## config.mk

```make
export PLATFORM = sky130hd
export DESIGN_NAME = serial_bank_switch_mapper_core
export DESIGN_NICKNAME = d
export VERILOG_FILES = /design/src/rtl/sbsm_pkg.sv /design/src/rtl/sbsm_step.sv /design/src/rtl/serial_bank_switch_mapper_core.sv
export SDC_FILE = /design/constraint.sdc
export NUM_CORES = 1
export LEC_CHECK = 0
export ABC_CLOCK_PERIOD_IN_PS = 2100
export BUFFER_PORTS_ARGS = -buffer_cell sky130_fd_sc_hd__buf_2
export CORE_AREA = 2 2 96 98
export CTS_CLUSTER_DIAMETER = 80
export DETAILED_ROUTE_END_ITERATION = 6
export DIE_AREA = 0 0 98 100
export GPL_TIMING_DRIVEN = 1
export HOLD_SLACK_MARGIN = 0.12
export PLACE_DENSITY = 0.79
export SLEW_MARGIN = 30
export SYNTH_ARGS = -nofsm -noshare
export SYNTH_HDL_FRONTEND = slang
export SYNTH_HIERARCHICAL = 1
export SYNTH_SLANG_ARGS = --single-unit
```

## constraint.sdc

```tcl
create_clock -name i_clk -period 2.1 [get_ports i_clk]
set_input_delay 0.105 -clock i_clk [delete_from_list [all_inputs] [get_ports i_clk]]
set_output_delay 0.105 -clock i_clk [all_outputs]
set_load 0.1 [all_outputs]
```

## src/rtl/sbsm_pkg.sv

```systemverilog
// ---------------------------------------------------------------------------
// sbsm_pkg
// Types, codes and constants of the serial bank switch mapper.
// ---------------------------------------------------------------------------
`default_nettype none

package sbsm_pkg;

    localparam int IN_TDATA_W  = 32;
    localparam int OUT_TDATA_W = 24;
    localparam int CFG_DATA_W  = 5;
    localparam int CFG_INDEX_W = 1;

    localparam int OP_W    = 2;
    localparam int ADDR_W  = 16;
    localparam int VALUE_W = 8;
    localparam int MEM_W   = 18;

    typedef enum logic [OP_W-1:0] {
        OP_REG_WRITE = 2'd0,
        OP_PRG_READ  = 2'd1,
        OP_CHR_READ  = 2'd2,
        OP_CHR_WRITE = 2'd3
    } t_op;

    typedef enum logic [CFG_INDEX_W-1:0] {
        CFG_PRG_BANK_COUNT = 1'd0,
        CFG_CHR_USES_RAM   = 1'd1
    } t_cfg_reg;

    localparam logic [1:0]  MIRROR_HORIZONTAL = 2'd3;
    localparam logic [1:0]  PRG_MODE_FIX_LAST = 2'd3;
    localparam logic [1:0]  PRG_MODE_FIX_FIRST = 2'd2;
    localparam logic [2:0]  LOAD_LAST         = 3'd4;
    localparam logic [4:0]  MAX_PRG_BANKS     = 5'd16;
    localparam logic [15:0] CTRL_LIMIT        = 16'h9FFF;
    localparam logic [15:0] CHR0_LIMIT        = 16'hBFFF;
    localparam logic [15:0] CHR1_LIMIT        = 16'hDFFF;
    localparam logic [15:0] PRG_HIGH_BASE     = 16'hC000;
    localparam logic [15:0] CHR_HIGH_BASE     = 16'h1000;

    typedef struct packed {
        logic [4:0] load_shift;
        logic [2:0] load_count;
        logic [1:0] mirror_mode;
        logic       chr_mode;
        logic [1:0] prg_mode;
        logic [4:0] chr_bank_low;
        logic [4:0] chr_bank_high;
        logic [3:0] prg_bank;
    } t_map_state;

    typedef struct packed {
        logic [MEM_W-1:0] mem_address;
        logic [1:0]       mirroring;
        logic             mirroring_changed;
        logic             write_refused;
    } t_result;

endpackage

`default_nettype wire

```

## src/rtl/sbsm_step.sv

```systemverilog
// ---------------------------------------------------------------------------
// sbsm_step
// Next mapper state and result of one bus access, from the current state.
// ---------------------------------------------------------------------------
`default_nettype none

module sbsm_step (
    input  wire sbsm_pkg::t_op                  i_op,
    input  wire [sbsm_pkg::ADDR_W-1:0]          i_addr,
    input  wire [sbsm_pkg::VALUE_W-1:0]         i_value,
    input  wire [3:0]                           i_prg_last,
    input  wire                                 i_chr_ram,
    input  wire sbsm_pkg::t_map_state           i_state,
    output sbsm_pkg::t_map_state                o_state,
    output sbsm_pkg::t_result                   o_result
);

    logic [4:0] shift_in;
    logic [3:0] prg_bank_sel;
    logic [4:0] chr_bank_sel;
    logic       prg_second;
    logic       chr_high;
    logic [sbsm_pkg::MEM_W-1:0] prg_addr;
    logic [sbsm_pkg::MEM_W-1:0] chr_addr;

    assign prg_second = (i_addr >= sbsm_pkg::PRG_HIGH_BASE);
    assign chr_high   = (i_addr >= sbsm_pkg::CHR_HIGH_BASE);
    assign shift_in   = {i_value[0], i_state.load_shift[4:1]};

    // PRG window: modes 0 and 1 switch 32KB at once.
    always_comb begin
        case (i_state.prg_mode)
            sbsm_pkg::PRG_MODE_FIX_LAST: begin
                prg_bank_sel = prg_second ? i_prg_last : i_state.prg_bank;
            end
            sbsm_pkg::PRG_MODE_FIX_FIRST: begin
                prg_bank_sel = prg_second ? i_state.prg_bank : 4'd0;
            end
            default: begin
                prg_bank_sel = {i_state.prg_bank[3:1], prg_second};
            end
        endcase
    end

    always_comb begin
        if (i_state.chr_mode) begin
            chr_bank_sel = chr_high ? i_state.chr_bank_high : i_state.chr_bank_low;
        end else begin
            chr_bank_sel = {i_state.chr_bank_low[4:1], chr_high};
        end
    end

    assign prg_addr = {prg_bank_sel, i_addr[13:0]};

    // CHR RAM is 8KB and passes the address through.
    assign chr_addr = i_chr_ram ? {5'd0, i_addr[12:0]}
                                : {1'b0, chr_bank_sel, i_addr[11:0]};

    always_comb begin
        o_state                    = i_state;
        o_result.mem_address       = '0;
        o_result.mirroring_changed = 1'b0;
        o_result.write_refused     = 1'b0;
        unique case (i_op)
            sbsm_pkg::OP_REG_WRITE: begin
                if (i_value[7]) begin
                    o_state.load_shift = '0;
                    o_state.load_count = '0;
                    o_state.prg_mode   = sbsm_pkg::PRG_MODE_FIX_LAST;
                end else if (i_state.load_count == sbsm_pkg::LOAD_LAST) begin
                    // Fifth bit: commit to the register picked by the address.
                    o_state.load_shift = '0;
                    o_state.load_count = '0;
                    if (i_addr <= sbsm_pkg::CTRL_LIMIT) begin
                        o_state.mirror_mode        = shift_in[1:0];
                        o_state.prg_mode           = shift_in[3:2];
                        o_state.chr_mode           = shift_in[4];
                        o_result.mirroring_changed = 1'b1;
                    end else if (i_addr <= sbsm_pkg::CHR0_LIMIT) begin
                        o_state.chr_bank_low = shift_in;
                    end else if (i_addr <= sbsm_pkg::CHR1_LIMIT) begin
                        o_state.chr_bank_high = shift_in;
                    end else begin
                        o_state.prg_bank = shift_in[3:0];
                    end
                end else begin
                    o_state.load_shift = shift_in;
                    o_state.load_count = i_state.load_count + 3'd1;
                end
            end
            sbsm_pkg::OP_PRG_READ: begin
                o_result.mem_address = prg_addr;
            end
            sbsm_pkg::OP_CHR_READ: begin
                o_result.mem_address = chr_addr;
            end
            sbsm_pkg::OP_CHR_WRITE: begin
                o_result.mem_address   = chr_addr;
                o_result.write_refused = ~i_chr_ram;
            end
            default: begin
                o_result.mem_address = '0;
            end
        endcase
        o_result.mirroring = o_state.mirror_mode;
    end

endmodule

`default_nettype wire

```

## src/rtl/serial_bank_switch_mapper_core.sv

```systemverilog
// ---------------------------------------------------------------------------
// serial_bank_switch_mapper_core
// Cartridge bank mapper with a five-bit serial load register.
// ---------------------------------------------------------------------------
// The block takes one bus access beat per cycle unless stalled and returns one
// result beat for each: the beat is captured in an input register, the mapper
// state and translated address are worked out from it combinationally, and
// the result waits in an output register. Both registers move
// together, so the block keeps accepting while the output side is ready and
// stalls only when the result register is full and not taken.
`default_nettype none

module serial_bank_switch_mapper_core (
    input  wire                                 i_clk,
    input  wire                                 i_rst_n,
    input  wire                                 i_cfg_we,
    input  wire [sbsm_pkg::CFG_INDEX_W-1:0]     i_cfg_index,
    input  wire [sbsm_pkg::CFG_DATA_W-1:0]      i_cfg_wdata,
    input  wire                                 s_axis_tvalid,
    output logic                                s_axis_tready,
    // op [1:0], addr [17:2], value [25:18], zero [31:26]
    input  wire [sbsm_pkg::IN_TDATA_W-1:0]      s_axis_tdata,
    output logic                                m_axis_tvalid,
    input  wire                                 m_axis_tready,
    // mem_address [17:0], mirroring [19:18], mirroring_changed [20],
    // write_refused [21], zero [23:22]
    output logic [sbsm_pkg::OUT_TDATA_W-1:0]    m_axis_tdata
);

    logic                               r_s1_valid;
    sbsm_pkg::t_op                      r_s1_op;
    logic [sbsm_pkg::ADDR_W-1:0]        r_s1_addr;
    logic [sbsm_pkg::VALUE_W-1:0]       r_s1_value;
    logic                               r_out_valid;
    sbsm_pkg::t_result                  r_out;
    sbsm_pkg::t_map_state               r_state;
    sbsm_pkg::t_map_state               n_state;
    sbsm_pkg::t_result                  n_out;
    logic [3:0]                         r_prg_last;
    logic                               r_chr_ram;
    logic                               s1_fire;
    logic                               in_fire;

    assign s1_fire       = r_s1_valid & (~r_out_valid | m_axis_tready);
    assign s_axis_tready = ~r_s1_valid | s1_fire;
    assign in_fire       = s_axis_tvalid & s_axis_tready;

    // Configuration: the bank count is kept as the clamped index of the last bank.
    always_ff @(posedge i_clk) begin
        if (!i_rst_n) begin
            r_prg_last <= 4'd15;
            r_chr_ram  <= 1'b0;
        end else if (i_cfg_we) begin
            unique case (sbsm_pkg::t_cfg_reg'(i_cfg_index))
                sbsm_pkg::CFG_PRG_BANK_COUNT: begin
                    if (i_cfg_wdata == 5'd0) begin
                        r_prg_last <= 4'd0;
                    end else if (i_cfg_wdata > sbsm_pkg::MAX_PRG_BANKS) begin
                        r_prg_last <= 4'd15;
                    end else begin
                        r_prg_last <= 4'(i_cfg_wdata - 5'd1);
                    end
                end
                sbsm_pkg::CFG_CHR_USES_RAM: begin
                    r_chr_ram <= i_cfg_wdata[0];
                end
                default: begin
                    r_chr_ram <= r_chr_ram;
                end
            endcase
        end
    end

    always_ff @(posedge i_clk) begin
        if (!i_rst_n) begin
            r_s1_valid <= 1'b0;
        end else if (s_axis_tready) begin
            r_s1_valid <= s_axis_tvalid;
        end
    end

    always_ff @(posedge i_clk) begin
        if (in_fire) begin
            r_s1_op    <= sbsm_pkg::t_op'(s_axis_tdata[1:0]);
            r_s1_addr  <= s_axis_tdata[17:2];
            r_s1_value <= s_axis_tdata[25:18];
        end
    end

    sbsm_step u_step (
        .i_op       (r_s1_op),
        .i_addr     (r_s1_addr),
        .i_value    (r_s1_value),
        .i_prg_last (r_prg_last),
        .i_chr_ram  (r_chr_ram),
        .i_state    (r_state),
        .o_state    (n_state),
        .o_result   (n_out)
    );

    always_ff @(posedge i_clk) begin
        if (!i_rst_n) begin
            r_state.load_shift    <= '0;
            r_state.load_count    <= '0;
            r_state.mirror_mode   <= sbsm_pkg::MIRROR_HORIZONTAL;
            r_state.chr_mode      <= 1'b0;
            r_state.prg_mode      <= sbsm_pkg::PRG_MODE_FIX_LAST;
            r_state.chr_bank_low  <= '0;
            r_state.chr_bank_high <= '0;
            r_state.prg_bank      <= '0;
        end else if (s1_fire) begin
            r_state <= n_state;
        end
    end

    always_ff @(posedge i_clk) begin
        if (!i_rst_n) begin
            r_out_valid <= 1'b0;
        end else if (s1_fire) begin
            r_out_valid <= 1'b1;
        end else if (m_axis_tready) begin
            r_out_valid <= 1'b0;
        end
    end

    always_ff @(posedge i_clk) begin
        if (s1_fire) begin
            r_out <= n_out;
        end
    end

    assign m_axis_tvalid = r_out_valid;
    assign m_axis_tdata  = {2'b00, r_out.write_refused, r_out.mirroring_changed,
                            r_out.mirroring, r_out.mem_address};

endmodule

`default_nettype wire

```

# Word level (Yosys, flattened, before mapping)

Index checks and enable logic that the tools add are counted.

Equality and inequality tests: 6
Mux-type cells: 25
Reductions and logical operators: 15
Add/subtract/negate cells: 2
Order comparisons: 6
Bitwise gates (word level): 14

Operators with widths:

| kind                                                   | number |
|---|---|
| less-or-equal comparator 16 bit, second input constant | 3 |
| two-way mux 19 bit                                     | 2 |
| one-hot mux 18 bit (2 select lines)                    | 1 |
| two-way mux 14 bit                                     | 2 |
| two-way mux 5 bit                                      | 5 |
| two-way mux 4 bit                                      | 5 |
| two-way mux 17 bit                                     | 1 |
| >= comparator 16 x 13 -> 1 bit, second input constant  | 1 |
| >= comparator 16 bit, second input constant            | 1 |
| two-way mux 8 bit                                      | 2 |
| AND reduction 7 bit                                    | 2 |
| NOT 1 bit                                              | 10 |
| two-way mux 9 bit                                      | 1 |
| == test 2 bit, second input constant                   | 4 |
| one-hot mux 4 bit (2 select lines)                     | 1 |
| AND reduction 2 bit                                    | 3 |
| AND reduction 6 bit                                    | 1 |
| nonzero test 2 bit                                     | 3 |
| > comparator 5 bit, second input constant              | 1 |
| logical NOT 5 bit                                      | 1 |
| AND reduction 5 bit                                    | 1 |
| AND reduction 4 bit                                    | 1 |
| subtractor 4 x 1 -> 4 bit, second input constant       | 1 |
| adder 3 x 1 -> 3 bit, second input constant            | 1 |
| other kinds (10)                                       | 14 |

Bits in registers: 82
Logic and storage cells: 87
Output and inout port bits: 26
Input bits: 43

# Longest topological paths before layout

Word-level depth: 7
Depth in mapped cells: 8
Depth with buffers taken out: 7

# Hierarchy

Netlist, hierarchy kept.

Modules (own cells, without submodules):

| module                         | cells each | instances | area each (um2) | seq. area each (um2) |
|---|---|---|---|---|
| serial_bank_switch_mapper_core | 221        | 1         | 2915.3          | 2122.0 |
| sbsm_step                      | 119        | 1         | 918.4           | 0.0 |

# Least setup slack after synthesis

No wires, ideal clock.

Path kind: register to register
Start: reg r_out_valid (netlist: m_axis_tvalid)
End: reg r_s1_addr[0] in the netlist's numbering, enable pin
Period minus slack after synthesis: 3018 ps
Path buffers: 1
Required time: 1728 ps
Setup time: 372 ps
Arrival time: 2646 ps
Setup slack: -918 ps
Stages on the path, launching flop included: 5
Path through: dfxtp_1 > nor2b_1 > buf_2 > nand2_1 > and2_1

Longest elaborated chain between the ends: 5

Ends and longest elaborated chain:

| what                    | line                                  | RTL |
|---|---|---|
| start, declared         | serial_bank_switch_mapper_core.sv:34  | `logic r_out_valid;` |
| start signal, assigned  | serial_bank_switch_mapper_core.sv:118 | `r_out_valid <= 1'b0;` |
| start signal, assigned  | serial_bank_switch_mapper_core.sv:120 | `r_out_valid <= 1'b1;` |
| start signal, assigned  | serial_bank_switch_mapper_core.sv:122 | `r_out_valid <= 1'b0;` |
| NOT 1 bit               | serial_bank_switch_mapper_core.sv:44  | `assign s1_fire = r_s1_valid & (~r_out_valid \| m_axis_tready);` |
| bitwise OR 1 bit        | serial_bank_switch_mapper_core.sv:44  |  |
| bitwise AND 1 bit       | serial_bank_switch_mapper_core.sv:44  |  |
| bitwise OR 1 bit        | serial_bank_switch_mapper_core.sv:45  | `assign s_axis_tready = ~r_s1_valid \| s1_fire;` |
| named net s_axis_tready | serial_bank_switch_mapper_core.sv:20  | `output logic s_axis_tready,` |
| bitwise AND 1 bit       | serial_bank_switch_mapper_core.sv:46  | `assign in_fire = s_axis_tvalid & s_axis_tready;` |
| named net in_fire       | serial_bank_switch_mapper_core.sv:42  | `logic in_fire;` |
| end signal, assigned    | serial_bank_switch_mapper_core.sv:85  | `r_s1_addr <= s_axis_tdata[17:2];` |
| end, declared           | serial_bank_switch_mapper_core.sv:32  | `logic [sbsm_pkg::ADDR_W-1:0] r_s1_addr;` |

The timed path passes the listed nets, and every way through them passes these cells.
A chain may end at the register's enable or synchronous reset.

==> impl_results.md <==
- Outcome: finished clean
- Power density cells: 737 mW/mm²
- Initial antenna violation count: 0
- Worst VDD drop: 0.379 mV
- CTS-repair resized insts: 0
- Initial DRC Count: 231
- CP endpoint kind: register
- I/O pin cnt: 69
- GRT Residual Overflow: 0
- GP Congestion: 0.938
- Number of global-route vias before repair: 2638
- Largest net degree at the start of global routing: 34
- Syn_area_per_cell: 11.0 µm²
- Worst relative slew slack: 0.639
- Unrepaired setup endpoints after global routing: no
- Register Area: 0.00193 mm²
- Setup WS pre-CTS: 0.182 ns
- CTS root buf: clkbuf_8
- First-pass GRT wire length: 13000 µm
- Full die area: 0.00980 mm²
- CTS tree: built
- Worst path arrival time: 2.15 ns
- Detailed Route WL: 8050 µm
- Static Leak: 1.71 nW
- Core area: 0.00889 mm²
- Synth Warn #: 6
- Nets: 453
- Hold Path Class: input pin to register
- Total CTS buffers: 9
- Clock latency on the worst-skew pair: 0.34 ns
- Rows: 35
- Vias per std cell: 5.42
- CP Max Fanout: 14
- Slew @ Worst Pin: 0.541 ns
- Drt first pass iters: 4
- Switching Fraction: 0.264
- Crit path required time: 2.30 ns
- Fin crit period: 1.95 ns
- Fraction of layout cells with a size suffix above 1: 0.277
- Total of max-cap violations: 0
- Clock Sinks: 75
- WHS Path Cells: 3
- Final-report hold violation count: 0
- Worst Setup Start Kind: register
- Clk pin slew, worst setup/hold paths: 0.08 ns
- Final setup vio count: 0
- Starting Density: 0.406
- R2R depth: 5
- Tot GR Track Use: 0.165
- Post-synthesis cell area: 0.00361 mm²
- Synth Instances: 329
- Post-CTS Setup Bufs: 0
- Drt wl/cell: 15.4 µm
- Routed Antenna Nets: 0
- Area Growth Syn to Fin: 23.4%
- Reg power frac: 0.504
- Die Y: 100 µm
- DRC: 0
- Final WS setup: 0.151 ns
- Clock Power Share: 0.360
- Internal power: 2.41 mW
- Chip width: 98 µm
- Fmax: 513 MHz
- DPL Wire Length: 5340 µm
- Routed via count: 2836
- Switching Power: 0.868 mW
- Finished Core Util: 0.501
- Port Buffers: 54
- Hold_buf cts: 24
- Multi-input logic area: 0.00151 mm²
- Setup TNS Final: 0 ns
- Final worst-path cycle share: 0.928
- Crit path kind: register to register
- Diode count: 0
- CTS max path bufs: 2
- Fillcell total: 796
- Max-slew violations: 0
- Final worst clock skew: 0.00709 ns
- Comb pwr share: 0.136
- Max H-tree Level: 3
==> final timing paths <==
kind | endpoint | slack (ns) | start
worst min-delay path | r_prg_last[1] | 0.14 | i_cfg_wdata[4]
worst max register to register | r_state[17] | 0.15 | r_s1_addr[14]
worst max-delay path | r_state[17] | 0.15 | r_s1_addr[14]
worst min register to register | r_state[17] | 0.50 | r_state[17]
==> final cells by class <==
type                       count  share of cell area
tap                          111              0.0312
sequential                    75               0.433
multi-input combinational    218               0.340
inverter                      11             0.00928
timing repair buffer          92               0.138
clock inverter                 7              0.0208
clock buffer                   9              0.0278
==> power groups by stage <==
stage | clock network (mW) | registers [mW] | logic, mW
detailed placement | 0 | 1.69 | 0.409
global route | 1.27 | 1.66 | 0.472
floorplan | 0 | 1.82 | 0.171
CTS | 1.20 | 1.65 | 0.444
global placement | 0 | 1.68 | 0.400
finish | 1.18 | 1.65 | 0.446
==> placed cells by master, fill, tap and decap left out, types with 4 or more instances in the layout <==
master,n
a21boi_1,24
o21ai_0,25
nor3_1,6
clkbuf_8,9
buf_4,14
o21ai_1,8
dlygate4sd3_1,24
buf_2,54
inv_1,11
nor2b_1,7
nand2_1,14
a22o_1,6
nand3_1,32
mux2i_1,4
o211ai_1,4
edfxtp_1,42
nand2b_1,5
mux2_2,19
dfxtp_1,32
and2_1,13
a21oi_1,6
==> stage by stage <==
stage / total power [mW] / cells / area, µm² / hold slack (ns)
2_1_floorplan: 2.00 / 330 / 3620 / 0.204
3_3_place_gp: 2.08 / 483 / 3990 / 0.283
3_5_place_dp: 2.10 / 483 / 3990 / 0.283
4_1_cts: 3.30 / 523 / 4450 / 0.128
5_1_grt: 3.40 / 523 / 4450 / 0.147
6_report: 3.28 / 523 / 4450 / 0.139
==> worst max-delay path, stage by stage (launching register included) <==
cell and delay [ns]:
edfxtp_1 0.59, o21ai_0 0.36, nand4_1 0.32, mux2_2 0.38
nand3_1 0.07, nand3_1 0.07
==> state kept, by name (all words and copies together), names as in the netlist <==
| name | cells |
|---|---|
| r_s1_op | 2 |
| r_s1_valid | 1 |
| m_axis_tvalid | 1 |
| r_s1_addr | 16 |
| r_chr_ram | 1 |
| r_s1_value | 2 |
| r_prg_last | 4 |
| r_state | 26 |
| m_axis_tdata | 22 |
==> per-layer routing <==
layer | share of wire | vias to the layer above | track usage
met4 | 0.013 | 0 | 0.0427
met1 | 0.44 | 1325 | 0.221
met3 | 0.070 | 13 | 0.0425
met5 | 0 | - | 0
li1 | - | 1370 | -
met2 | 0.48 | 128 | 0.270
Power figures use the tool's default switching activity.
